**src/rtl/skof_pkg.sv**
```systemverilog
// Shared types and constants of the scalar Kalman outlier filter.
// Used by the sequencer, the datapath and the top level; depends on nothing.
`timescale 1ns / 1ps
`default_nettype none

package skof_pkg;

    // Fixed-point constants.
    localparam int GAIN_BITS       = 17;
    localparam int COV_WIDTH       = 32;
    localparam int CFG_DATA_WIDTH  = 32;
    localparam int CFG_INDEX_WIDTH = 3;
    localparam int OUT_WIDTH       = 16;
    localparam int PCT_WIDTH       = 7;
    localparam int STEP_WIDTH      = 4;
    localparam int COUNT_WIDTH     = 5;

    localparam logic [GAIN_BITS-1:0]   GAIN_ONE   = 17'h10000;
    localparam logic [GAIN_BITS-1:0]   PCT_SCALE  = 17'd100;
    localparam logic [COUNT_WIDTH-1:0] DIV_COUNT  = 5'd17;
    localparam logic [PCT_WIDTH-1:0]   PCT_RESET  = 7'd20;
    localparam logic [COV_WIDTH-1:0]   PV_RESET   = 32'd655;
    localparam logic [COV_WIDTH-1:0]   MV_RESET   = 32'd65536;
    localparam logic [COV_WIDTH-1:0]   COV_RESET  = 32'd65536;

    // Configuration register indexes.
    typedef enum logic [CFG_INDEX_WIDTH-1:0] {
        REG_PROCESS_VARIANCE     = 3'd0,
        REG_MEASUREMENT_VARIANCE = 3'd1,
        REG_INITIAL_ESTIMATE     = 3'd2,
        REG_INITIAL_COVARIANCE   = 3'd3,
        REG_OUTLIER_PERCENT      = 3'd4
    } cfg_reg_t;

    // Datapath operations selected by the control word.
    typedef enum logic [3:0] {
        OP_NOP,
        OP_WAIT_IN,
        OP_SEED,
        OP_PREDICT,
        OP_DIV_INIT,
        OP_DIV_STEP,
        OP_MUL_COV,
        OP_COV_UPD,
        OP_MUL_EST,
        OP_EST_UPD,
        OP_MUL_DEV,
        OP_MUL_THR,
        OP_COMPARE,
        OP_OUT
    } op_t;

    // Jump conditions of the sequencer.
    typedef enum logic [2:0] {
        COND_NEVER,
        COND_ALWAYS,
        COND_NO_INPUT,
        COND_SEEDED,
        COND_DIV_MORE,
        COND_OUT_BUSY
    } cond_t;

    typedef logic [STEP_WIDTH-1:0] step_t;

    // One microcode word.
    typedef struct packed {
        op_t   op;
        cond_t cond;
        step_t target;
    } ctrl_word_t;

    // Status flags that the datapath returns to the sequencer.
    typedef struct packed {
        logic seeded;
        logic div_more;
        logic out_busy;
    } dp_status_t;

endpackage

`default_nettype wire

```
**src/rtl/scalar_kalman_outlier_filter_unit.sv**
```systemverilog
// Scalar Kalman filter with outlier reset. One request carries one Q8.8
// reading; one result returns the filtered Q8.8 value, the outlier flag and
// the Q1.16 gain. The first request after reset also seeds the state from
// configuration. The 17 iterations of the restoring gain divider make up most
// of the work on a request, and a new request is taken only once the last one
// is through. The result waits in an output register, so a stalled result
// delays the next request only once the following result is ready.
// Configuration is to be written only while idle; the block does not enforce it.
// Depends on skof_pkg, skof_seq, skof_dp and skof_mul.
`timescale 1ns / 1ps
`default_nettype none

module scalar_kalman_outlier_filter_unit #(
    parameter int SAMPLE_WIDTH = 16
) (
    input  wire logic                                 clk,
    input  wire logic                                 rst_n,
    input  wire logic                                 cfg_we,
    input  wire logic [skof_pkg::CFG_INDEX_WIDTH-1:0] cfg_index,
    input  wire logic [skof_pkg::CFG_DATA_WIDTH-1:0]  cfg_data,
    input  wire logic                                 in_valid,
    output logic                                      in_stall,
    input  wire logic [SAMPLE_WIDTH-1:0]              sample,
    output logic                                      out_valid,
    input  wire logic                                 out_stall,
    output logic [skof_pkg::OUT_WIDTH-1:0]            filtered,
    output logic                                      outlier_reset,
    output logic [skof_pkg::GAIN_BITS-1:0]            gain
);

    skof_pkg::op_t        op;
    skof_pkg::dp_status_t status;
    logic                 in_accept;

    // A request is taken only on the idle step of the program.
    assign in_stall  = (op != skof_pkg::OP_WAIT_IN);
    assign in_accept = in_valid && !in_stall;

    skof_seq u_seq (
        .clk     (clk),
        .rst_n   (rst_n),
        .in_valid(in_valid),
        .status  (status),
        .op      (op)
    );

    skof_dp #(
        .SAMPLE_WIDTH(SAMPLE_WIDTH)
    ) u_dp (
        .clk          (clk),
        .rst_n        (rst_n),
        .op           (op),
        .status       (status),
        .cfg_we       (cfg_we),
        .cfg_index    (cfg_index),
        .cfg_data     (cfg_data),
        .in_accept    (in_accept),
        .sample       (sample),
        .out_valid    (out_valid),
        .out_stall    (out_stall),
        .filtered     (filtered),
        .outlier_reset(outlier_reset),
        .gain         (gain)
    );

endmodule

`default_nettype wire

```
**src/rtl/skof_mul.sv**
```systemverilog
// Registered unsigned multiplier shared by all products of the filter.
// Stand-alone; no package dependency.
`timescale 1ns / 1ps
`default_nettype none

module skof_mul #(
    parameter int A_WIDTH = 17,
    parameter int B_WIDTH = 32
) (
    input  wire logic                       clk,
    input  wire logic                       en,
    input  wire logic [A_WIDTH-1:0]         a,
    input  wire logic [B_WIDTH-1:0]         b,
    output logic      [A_WIDTH+B_WIDTH-1:0] product
);

    logic [A_WIDTH+B_WIDTH-1:0] prod_reg;

    // The product is captured only on a multiply step and held otherwise.
    always_ff @(posedge clk)
    begin
        if (en)
        begin
            prod_reg <= (A_WIDTH+B_WIDTH)'(a) * (A_WIDTH+B_WIDTH)'(b);
        end
    end

    assign product = prod_reg;

endmodule

`default_nettype wire

```
**src/rtl/skof_dp.sv**
```systemverilog
// Datapath of the scalar Kalman outlier filter: configuration, filter state,
// serial gain divider, shared multiplier and output register. Uses skof_pkg and skof_mul.
`timescale 1ns / 1ps
`default_nettype none

module skof_dp #(
    parameter int SAMPLE_WIDTH = 16
) (
    input  wire logic                                 clk,
    input  wire logic                                 rst_n,
    input  wire skof_pkg::op_t                        op,
    output skof_pkg::dp_status_t                      status,
    input  wire logic                                 cfg_we,
    input  wire logic [skof_pkg::CFG_INDEX_WIDTH-1:0] cfg_index,
    input  wire logic [skof_pkg::CFG_DATA_WIDTH-1:0]  cfg_data,
    input  wire logic                                 in_accept,
    input  wire logic [SAMPLE_WIDTH-1:0]              sample,
    output logic                                      out_valid,
    input  wire logic                                 out_stall,
    output logic [skof_pkg::OUT_WIDTH-1:0]            filtered,
    output logic                                      outlier_reset,
    output logic [skof_pkg::GAIN_BITS-1:0]            gain
);

    localparam int EW = SAMPLE_WIDTH + 8;
    localparam int MW = (EW > skof_pkg::COV_WIDTH) ? EW : skof_pkg::COV_WIDTH;
    localparam int PW = skof_pkg::GAIN_BITS + MW;
    localparam int CW = skof_pkg::COV_WIDTH;
    localparam int GW = skof_pkg::GAIN_BITS;
    localparam int OW = skof_pkg::OUT_WIDTH;

    // Configuration registers.
    logic [CW-1:0]                   pv_reg, pv_next;
    logic [CW-1:0]                   mv_reg, mv_next;
    logic [15:0]                     init_est_reg, init_est_next;
    logic [CW-1:0]                   init_cov_reg, init_cov_next;
    logic [skof_pkg::PCT_WIDTH-1:0]  pct_reg, pct_next;

    // Filter state and working registers.
    logic                            seeded_reg, seeded_next;
    logic [EW-1:0]                   est_reg, est_next;
    logic [CW-1:0]                   cov_reg, cov_next;
    logic [EW-1:0]                   x_reg, x_next;
    logic [CW-1:0]                   pc_reg, pc_next;
    logic [CW:0]                     den_reg, den_next;
    logic [CW+1:0]                   rem_reg, rem_next;
    logic [GW-1:0]                   gain_reg, gain_next;
    logic [skof_pkg::COUNT_WIDTH-1:0] cnt_reg, cnt_next;
    logic                            dir_reg, dir_next;
    logic [PW-1:0]                   cmp_reg, cmp_next;
    logic [OW-1:0]                   res_filt_reg, res_filt_next;
    logic                            res_out_reg, res_out_next;

    // Output register.
    logic                            out_valid_reg, out_valid_next;
    logic [OW-1:0]                   filtered_reg, filtered_next;
    logic                            outlier_reg, outlier_next;
    logic [GW-1:0]                   gain_out_reg, gain_out_next;

    // Multiplier operands and product.
    logic                            mul_en;
    logic [GW-1:0]                   mul_a;
    logic [MW-1:0]                   mul_b;
    logic [PW-1:0]                   prod;

    // Combinational helpers.
    logic                            x_ge_est;
    logic [EW-1:0]                   abs_diff;
    logic [CW:0]                     pc_sum;
    logic [CW:0]                     den_sum;
    logic                            div_ge;
    logic [CW+1:0]                   div_rem;
    logic [PW:0]                     dn_sum;
    logic [EW-1:0]                   est_up;
    logic [EW-1:0]                   est_dn;
    logic [EW:0]                     est_round;
    logic [SAMPLE_WIDTH:0]           filt_wide;
    logic [SAMPLE_WIDTH-1:0]         filt_sat;
    logic                            out_busy;
    logic                            is_outlier;

    skof_mul #(
        .A_WIDTH(GW),
        .B_WIDTH(MW)
    ) u_mul (
        .clk    (clk),
        .en     (mul_en),
        .a      (mul_a),
        .b      (mul_b),
        .product(prod)
    );

    // Distance between the reading and the estimate, used twice per request.
    assign x_ge_est = (x_reg >= est_reg);
    assign abs_diff = x_ge_est ? (x_reg - est_reg) : (est_reg - x_reg);

    // Saturating covariance prediction and exact gain denominator.
    assign pc_sum  = {1'b0, cov_reg} + {1'b0, pv_reg};
    assign den_sum = {1'b0, pc_reg} + {1'b0, mv_reg};

    // One restoring division step; a zero denominator yields zero bits.
    assign div_ge  = (den_reg != '0) && (rem_reg >= {1'b0, den_reg});
    assign div_rem = div_ge ? (rem_reg - {1'b0, den_reg}) : rem_reg;

    // Estimate moves toward the reading: floor going up, ceiling going down.
    assign dn_sum = {1'b0, prod} + (PW+1)'(16'hFFFF);
    assign est_up = est_reg + EW'(prod >> 16);
    assign est_dn = est_reg - EW'(dn_sum >> 16);

    // Round half up to eight fraction bits and saturate to the sample range.
    assign est_round = {1'b0, est_reg} + (EW+1)'(128);
    assign filt_wide = est_round[EW:8];
    assign filt_sat  = filt_wide[SAMPLE_WIDTH] ? '1 : filt_wide[SAMPLE_WIDTH-1:0];

    // Deviation times one hundred against percent times the reading.
    assign is_outlier = (cmp_reg > prod);

    assign out_busy = out_valid_reg && out_stall;

    // Multiplier operand selection.
    always_comb
    begin
        mul_en = 1'b0;
        mul_a  = '0;
        mul_b  = '0;
        case (op)
            skof_pkg::OP_MUL_COV:
            begin
                mul_en = 1'b1;
                mul_a  = skof_pkg::GAIN_ONE - gain_reg;
                mul_b  = MW'(pc_reg);
            end
            skof_pkg::OP_MUL_EST:
            begin
                mul_en = 1'b1;
                mul_a  = gain_reg;
                mul_b  = MW'(abs_diff);
            end
            skof_pkg::OP_MUL_DEV:
            begin
                mul_en = 1'b1;
                mul_a  = skof_pkg::PCT_SCALE;
                mul_b  = MW'(abs_diff);
            end
            skof_pkg::OP_MUL_THR:
            begin
                mul_en = 1'b1;
                mul_a  = GW'(pct_reg);
                mul_b  = MW'(x_reg);
            end
            default:
            begin
                mul_en = 1'b0;
            end
        endcase
    end

    // Next-state logic for configuration, state and output.
    always_comb
    begin
        pv_next        = pv_reg;
        mv_next        = mv_reg;
        init_est_next  = init_est_reg;
        init_cov_next  = init_cov_reg;
        pct_next       = pct_reg;
        seeded_next    = seeded_reg;
        est_next       = est_reg;
        cov_next       = cov_reg;
        x_next         = x_reg;
        pc_next        = pc_reg;
        den_next       = den_reg;
        rem_next       = rem_reg;
        gain_next      = gain_reg;
        cnt_next       = cnt_reg;
        dir_next       = dir_reg;
        cmp_next       = cmp_reg;
        res_filt_next  = res_filt_reg;
        res_out_next   = res_out_reg;
        out_valid_next = out_valid_reg;
        filtered_next  = filtered_reg;
        outlier_next   = outlier_reg;
        gain_out_next  = gain_out_reg;

        // Configuration writes; unknown indexes are ignored.
        if (cfg_we)
        begin
            case (cfg_index)
                skof_pkg::REG_PROCESS_VARIANCE:     pv_next = cfg_data;
                skof_pkg::REG_MEASUREMENT_VARIANCE: mv_next = cfg_data;
                skof_pkg::REG_INITIAL_ESTIMATE:     init_est_next = cfg_data[15:0];
                skof_pkg::REG_INITIAL_COVARIANCE:   init_cov_next = cfg_data;
                skof_pkg::REG_OUTLIER_PERCENT:
                    pct_next = cfg_data[skof_pkg::PCT_WIDTH-1:0];
                default:
                begin
                    pv_next = pv_reg;
                end
            endcase
        end

        // The output register empties when the result is taken.
        if (out_valid_reg && !out_stall)
        begin
            out_valid_next = 1'b0;
        end

        // Capture the reading as Q.16.
        if (in_accept)
        begin
            x_next = {sample, 8'b0};
        end

        case (op)
            skof_pkg::OP_SEED:
            begin
                est_next    = EW'({init_est_reg, 8'b0});
                cov_next    = init_cov_reg;
                seeded_next = 1'b1;
            end
            skof_pkg::OP_PREDICT:
            begin
                pc_next = pc_sum[CW] ? '1 : pc_sum[CW-1:0];
            end
            skof_pkg::OP_DIV_INIT:
            begin
                den_next  = den_sum;
                rem_next  = (CW+2)'(pc_reg);
                gain_next = '0;
                cnt_next  = skof_pkg::DIV_COUNT;
            end
            skof_pkg::OP_DIV_STEP:
            begin
                rem_next  = {div_rem[CW:0], 1'b0};
                gain_next = {gain_reg[GW-2:0], div_ge};
                cnt_next  = cnt_reg - (skof_pkg::COUNT_WIDTH)'(1);
            end
            skof_pkg::OP_COV_UPD:
            begin
                cov_next = prod[CW+15:16];
            end
            skof_pkg::OP_MUL_EST:
            begin
                dir_next = x_ge_est;
            end
            skof_pkg::OP_EST_UPD:
            begin
                est_next = dir_reg ? est_up : est_dn;
            end
            skof_pkg::OP_MUL_THR:
            begin
                cmp_next = prod;
            end
            skof_pkg::OP_COMPARE:
            begin
                res_out_next = is_outlier;
                if (is_outlier)
                begin
                    est_next      = x_reg;
                    res_filt_next = OW'(x_reg[EW-1:8]);
                end
                else
                begin
                    res_filt_next = OW'(filt_sat);
                end
            end
            skof_pkg::OP_OUT:
            begin
                // Load the result only once the output register is free.
                if (!out_busy)
                begin
                    out_valid_next = 1'b1;
                    filtered_next  = res_filt_reg;
                    outlier_next   = res_out_reg;
                    gain_out_next  = gain_reg;
                end
            end
            default:
            begin
                seeded_next = seeded_reg;
            end
        endcase
    end

    // Control, filter state and configuration registers.
    always_ff @(posedge clk or negedge rst_n)
    begin
        if (!rst_n)
        begin
            pv_reg        <= skof_pkg::PV_RESET;
            mv_reg        <= skof_pkg::MV_RESET;
            init_est_reg  <= '0;
            init_cov_reg  <= skof_pkg::COV_RESET;
            pct_reg       <= skof_pkg::PCT_RESET;
            seeded_reg    <= 1'b0;
            est_reg       <= '0;
            cov_reg       <= '0;
            cnt_reg       <= '0;
            out_valid_reg <= 1'b0;
        end
        else
        begin
            pv_reg        <= pv_next;
            mv_reg        <= mv_next;
            init_est_reg  <= init_est_next;
            init_cov_reg  <= init_cov_next;
            pct_reg       <= pct_next;
            seeded_reg    <= seeded_next;
            est_reg       <= est_next;
            cov_reg       <= cov_next;
            cnt_reg       <= cnt_next;
            out_valid_reg <= out_valid_next;
        end
    end

    // Working and payload registers.
    always_ff @(posedge clk)
    begin
        x_reg        <= x_next;
        pc_reg       <= pc_next;
        den_reg      <= den_next;
        rem_reg      <= rem_next;
        gain_reg     <= gain_next;
        dir_reg      <= dir_next;
        cmp_reg      <= cmp_next;
        res_filt_reg <= res_filt_next;
        res_out_reg  <= res_out_next;
        filtered_reg <= filtered_next;
        outlier_reg  <= outlier_next;
        gain_out_reg <= gain_out_next;
    end

    assign status.seeded   = seeded_reg;
    assign status.div_more = (cnt_reg != 5'd1);
    assign status.out_busy = out_busy;

    assign out_valid     = out_valid_reg;
    assign filtered      = filtered_reg;
    assign outlier_reset = outlier_reg;
    assign gain          = gain_out_reg;

endmodule

`default_nettype wire

```
**src/rtl/skof_seq.sv**
```systemverilog
// Microcode sequencer of the scalar Kalman outlier filter: program ROM,
// step counter and conditional jumps. Uses skof_pkg.
`timescale 1ns / 1ps
`default_nettype none

module skof_seq (
    input  wire logic                 clk,
    input  wire logic                 rst_n,
    input  wire logic                 in_valid,
    input  wire skof_pkg::dp_status_t status,
    output skof_pkg::op_t             op
);

    // Step addresses of the program.
    localparam skof_pkg::step_t S_IDLE   = 4'd0;
    localparam skof_pkg::step_t S_CHECK  = 4'd1;
    localparam skof_pkg::step_t S_SEED   = 4'd2;
    localparam skof_pkg::step_t S_PRED   = 4'd3;
    localparam skof_pkg::step_t S_DIVI   = 4'd4;
    localparam skof_pkg::step_t S_DIVS   = 4'd5;
    localparam skof_pkg::step_t S_MULC   = 4'd6;
    localparam skof_pkg::step_t S_COV    = 4'd7;
    localparam skof_pkg::step_t S_MULE   = 4'd8;
    localparam skof_pkg::step_t S_EST    = 4'd9;
    localparam skof_pkg::step_t S_MULD   = 4'd10;
    localparam skof_pkg::step_t S_MULT   = 4'd11;
    localparam skof_pkg::step_t S_CMP    = 4'd12;
    localparam skof_pkg::step_t S_OUT    = 4'd13;
    localparam skof_pkg::step_t S_DONE   = 4'd14;

    skof_pkg::step_t      step_reg, step_next;
    skof_pkg::ctrl_word_t word;
    logic                 take;

    // Program ROM: a jump is taken when its condition holds, else the next step follows.
    function automatic skof_pkg::ctrl_word_t microcode(input skof_pkg::step_t s);
        skof_pkg::ctrl_word_t w;
        w.op     = skof_pkg::OP_NOP;
        w.cond   = skof_pkg::COND_NEVER;
        w.target = S_IDLE;
        case (s)
            S_IDLE:
            begin
                w.op     = skof_pkg::OP_WAIT_IN;
                w.cond   = skof_pkg::COND_NO_INPUT;
                w.target = S_IDLE;
            end
            S_CHECK:
            begin
                w.cond   = skof_pkg::COND_SEEDED;
                w.target = S_PRED;
            end
            S_SEED: w.op = skof_pkg::OP_SEED;
            S_PRED: w.op = skof_pkg::OP_PREDICT;
            S_DIVI: w.op = skof_pkg::OP_DIV_INIT;
            S_DIVS:
            begin
                w.op     = skof_pkg::OP_DIV_STEP;
                w.cond   = skof_pkg::COND_DIV_MORE;
                w.target = S_DIVS;
            end
            S_MULC: w.op = skof_pkg::OP_MUL_COV;
            S_COV:  w.op = skof_pkg::OP_COV_UPD;
            S_MULE: w.op = skof_pkg::OP_MUL_EST;
            S_EST:  w.op = skof_pkg::OP_EST_UPD;
            S_MULD: w.op = skof_pkg::OP_MUL_DEV;
            S_MULT: w.op = skof_pkg::OP_MUL_THR;
            S_CMP:  w.op = skof_pkg::OP_COMPARE;
            S_OUT:
            begin
                w.op     = skof_pkg::OP_OUT;
                w.cond   = skof_pkg::COND_OUT_BUSY;
                w.target = S_OUT;
            end
            S_DONE:
            begin
                w.cond   = skof_pkg::COND_ALWAYS;
                w.target = S_IDLE;
            end
            default:
            begin
                w.cond   = skof_pkg::COND_ALWAYS;
                w.target = S_IDLE;
            end
        endcase
        return w;
    endfunction

    assign word = microcode(step_reg);
    assign op   = word.op;

    // Jump condition evaluation.
    always_comb
    begin
        case (word.cond)
            skof_pkg::COND_NEVER:    take = 1'b0;
            skof_pkg::COND_ALWAYS:   take = 1'b1;
            skof_pkg::COND_NO_INPUT: take = !in_valid;
            skof_pkg::COND_SEEDED:   take = status.seeded;
            skof_pkg::COND_DIV_MORE: take = status.div_more;
            skof_pkg::COND_OUT_BUSY: take = status.out_busy;
            default:                 take = 1'b1;
        endcase
        step_next = take ? word.target : (step_reg + skof_pkg::step_t'(1));
    end

    // Step counter.
    always_ff @(posedge clk or negedge rst_n)
    begin
        if (!rst_n)
        begin
            step_reg <= S_IDLE;
        end
        else
        begin
            step_reg <= step_next;
        end
    end

endmodule

`default_nettype wire

```
**config.mk**
```make
export PLATFORM = sky130hd
export DESIGN_NAME = scalar_kalman_outlier_filter_unit
export DESIGN_NICKNAME = d
export VERILOG_FILES = /design/src/rtl/skof_pkg.sv /design/src/rtl/scalar_kalman_outlier_filter_unit.sv /design/src/rtl/skof_mul.sv /design/src/rtl/skof_dp.sv /design/src/rtl/skof_seq.sv
export SDC_FILE = /design/constraint.sdc
export NUM_CORES = 2
export LEC_CHECK = 0
export BUFFER_PORTS_ARGS = -buffer_cell sky130_fd_sc_hd__buf_2
export CAP_MARGIN = 10
export CORE_MARGIN = 1.5
export CORE_UTILIZATION = 50
export DETAILED_ROUTE_END_ITERATION = 8
export PLACE_DENSITY = 0.65
export REMOVE_ABC_BUFFERS = 1
export SYNTH_ARGS = -nofsm -noshare
export SYNTH_HDL_FRONTEND = slang
export SYNTH_SLANG_ARGS = --single-unit
export TNS_END_PERCENT = 30
```
**constraint.sdc**
```tcl
create_clock -name clk -period 24.8 [get_ports clk]
set_input_delay 2.48 -clock clk [delete_from_list [all_inputs] [get_ports clk]]
set_output_delay 2.48 -clock clk [all_outputs]
set_load 0.02 [all_outputs]
```
==> results by group <==
Synthesis
  • Synth cell count leaders: inv_1, nand2_1, fa_1
  • Top cells by area, synth: fa_1, edfxtp_1, dfrtp_1
  • Count of cell types in the netlist: 84
  • Synthesis-stage register bit count: 468
  • Seq/Total Area, Yosys: 0.290
  • EDFF count, synth: 282
  • Share of the synthesized area in the top cell type: 0.201
  • Post-synthesis async set-or-reset flop share: 0.397
  • Most frequent cell after synthesis: inv_1
  • Syn. warnings: 0
  • Post-Syn Instances: 4,773
  • Netlist Area Pre-Place: 45,300 um2
  • Syn_area_per_cell: 9.49 um2
  • Cell taking the most area after synthesis: fa_1
  • Prevailing post-synth register cell: edfxtp_1

CTS
  • Resized Gates After CTS: 0
  • CTS tree: yes
  • H-tree depth: 2
  • Hold-fix buffers, CTS: 0
  • Num CTS Buffers: 55
  • CTS Sinks: 468
  • Worst-case clock buffer depth: 3
  • CTS clk-pin slew, worst paths: 0.06 ns
  • Postcts setup bufs: 0
  • Root Driver: clkbuf_16
  • Clk Latency, worst-skew pair: 0.67 ns

Power and ir drop
  • Pwr/cell area: 87.5 nW/um2
  • VDD IR max: 0.0686 mV
  • Pleak: 22.5 nW

Finish
  • Share of layout cells above drive strength 1: 0.0906
  • Diode count: 0
  • Final net count: 5,665
  • Register area: 13,100 um2
  • Footprint of the multi-input gates: 28,900 um2
  • Final cell utilization of the core: 0.548
  • Fill count: 8,081
  • Fin cells: 6,044
  • Area Growth Syn to Fin: 8.63%

Floorplan
  • Die H: 304 um
  • Die area: 92,400 um2
  • Starting Density: 0.504
  • I/O pins: 92
  • # rows: 110
  • Die X-Extent: 304 um
  • Core ar.: 89,900 um2

Route
  • Aggregate routed wire length: 145,000 um
  • DRT met1 WL: 62,800 um
  • DR WL/cell: 24.0 um
  • Initial DRC count: 3,423
  • Highest metal used: met4
  • Residual DRC: 0
  • Via count: 35,800
  • Met3 wire len: 14,000 um
  • Met2 Wirelength: 61,900 um
  • DRT Pass-1 Iters: 6
  • Final ANT Viol Nets: 0
  • DR vias/cell: 5.93

Placement
  • GP Congestion: 0.970
  • Placed cell count: 5,940
  • Port buffer count: 91
  • Dpl hpwl: 110,000 um

Hold path
  • Hold wc startpoint: u_dp.res_filt_reg[13]
  • Worst min path class: flop to flop

Timing
  • Setup TNS: 0 ns
  • Worst hold slack: 0.420 ns
  • Final setup violation count: 0
  • Final period util: 0.468
  • Fin crit period: 11.60 ns
  • Fin. Hold Viols: 0
  • Final Max Tran Viols: 0
  • RSZ-0062 raised after global routing: no
  • Skew final: 0.0295 ns
  • Slew HR: 0.119
  • Max Clock Freq: 86.2 MHz
  • Slew @ Worst Pin: 1.31 ns

Worst setup path
  • WP data arrival: 12.00 ns
  • Req. time, crit path: 25.20 ns
  • Critical path startpoint: u_dp.est_reg[1]
  • Slowest CP cell: a2111oi_0
  • CP Capture Type: flop
  • Max FO, Critical Path: 17
  • Worst stage delay on the critical path: 0.93 ns
  • CP most frequent cell: fa_1
  • FF-to-FF Start: u_dp.est_reg[1]
  • CP Launch Type: flop
  • Critical path class: flop to flop

Global routing
  • First-pass GRT wire length: 221,000 um
  • Largest net degree at the start of global routing: 68
  • Initial antenna violation count: 1
  • Gr usage total: 0.316
  • Congestion Overflow GR: 0
  • Vias in the first global route: 35,600

Status
  • Status: completed

Run
  • Max Cap Viol: 0
[cells in the final DEF, fill, tap and decap left out, drive strengths merged, types with 65 or more instances in the layout]
cell    Yosys  routed
fa        454     454
nand3      73      73
inv       718     724
buf        20     167
a21o      108     108
clkbuf    156      65
nor2      342     342
edfxtp    282     282
mux2      121     121
o21ai     228     228
nand2     546     546
xnor2     142     142
dfrtp     176     176
a21oi     232     232
ha        333     333
and2       71      71
[path summary, 6_finish.rpt]
check	to	slack (ns)	cells after the start
worst max-delay path	u_dp.u_mul.product[42]	13.20	33
worst min-delay path	u_dp.filtered[13]	0.42	0
worst max register to register	u_dp.u_mul.product[42]	13.20	33
worst min register to register	u_dp.filtered[13]	0.42	0
max in group asynchronous	u_dp.mv_reg[29]	20.86	3
min in group asynchronous	u_dp.mv_reg[8]	1.78	1
[kinds of logic (layout without fill, tap and decap cells)]
family | count (synthesis) | in the layout | synth area share
flops | 468 | 468 | 0.290
fa+ha+maj | 788 | 788 | 0.293
buf+inv | 894 | 989 | 0.0744
xor+xnor | 190 | 190 | 0.0367
mux | 168 | 168 | 0.0405
simple gates | 1344 | 1344 | 0.135
compound gates | 921 | 921 | 0.131
[stage by stage]
| step | worst slack (ns) | total power, mW | instance area [um2] |
|---|---|---|---|
| global route | 12.54 | 4.55 | 49200 |
| global placement | 13.47 | 3.36 | 47300 |
| floorplan | 11.31 | 2.69 | 44600 |
| CTS | 13.40 | 4.27 | 49200 |
| detailed placement | 13.46 | 3.37 | 47300 |
| finish | 13.20 | 4.31 | 49200 |
[critical path: cells and delay by family (launching register included)]
family	cells	cell delay, ns
XOR/XNOR	1	0.19
AND/OR/NAND/NOR	4	0.88
flip-flops	1	0.42
AO/OA/AOI/OAI	12	4.36
adder cells (fa/ha/maj)	8	3.63
buffers and inverters	7	1.41
multiplexers	1	0.42
[report_power, final]
group	switching (mW)	internal, mW
clock	0.366	0.514
sequential	0.249	1.10
combinational	1.29	0.789
[metal layers]
| layer | vias up | GRT usage |
|---|---|---|
| li1 | 16100 | - |
| met1 | 17900 | 0.448 |
| met2 | 1583 | 0.468 |
| met3 | 270 | 0.0773 |
| met4 | 0 | 0.121 |
| met5 | - | 0 |
[cell type report]
cell class                 count  area share
inverter                     718      0.0548
clock buffer                  64      0.0293
multi-input combinational   3411       0.588
timing repair buffer         168      0.0213
tap                         1176      0.0299
clock inverter                39      0.0102
sequential                   468       0.267
Power figures use the tool's default switching activity.
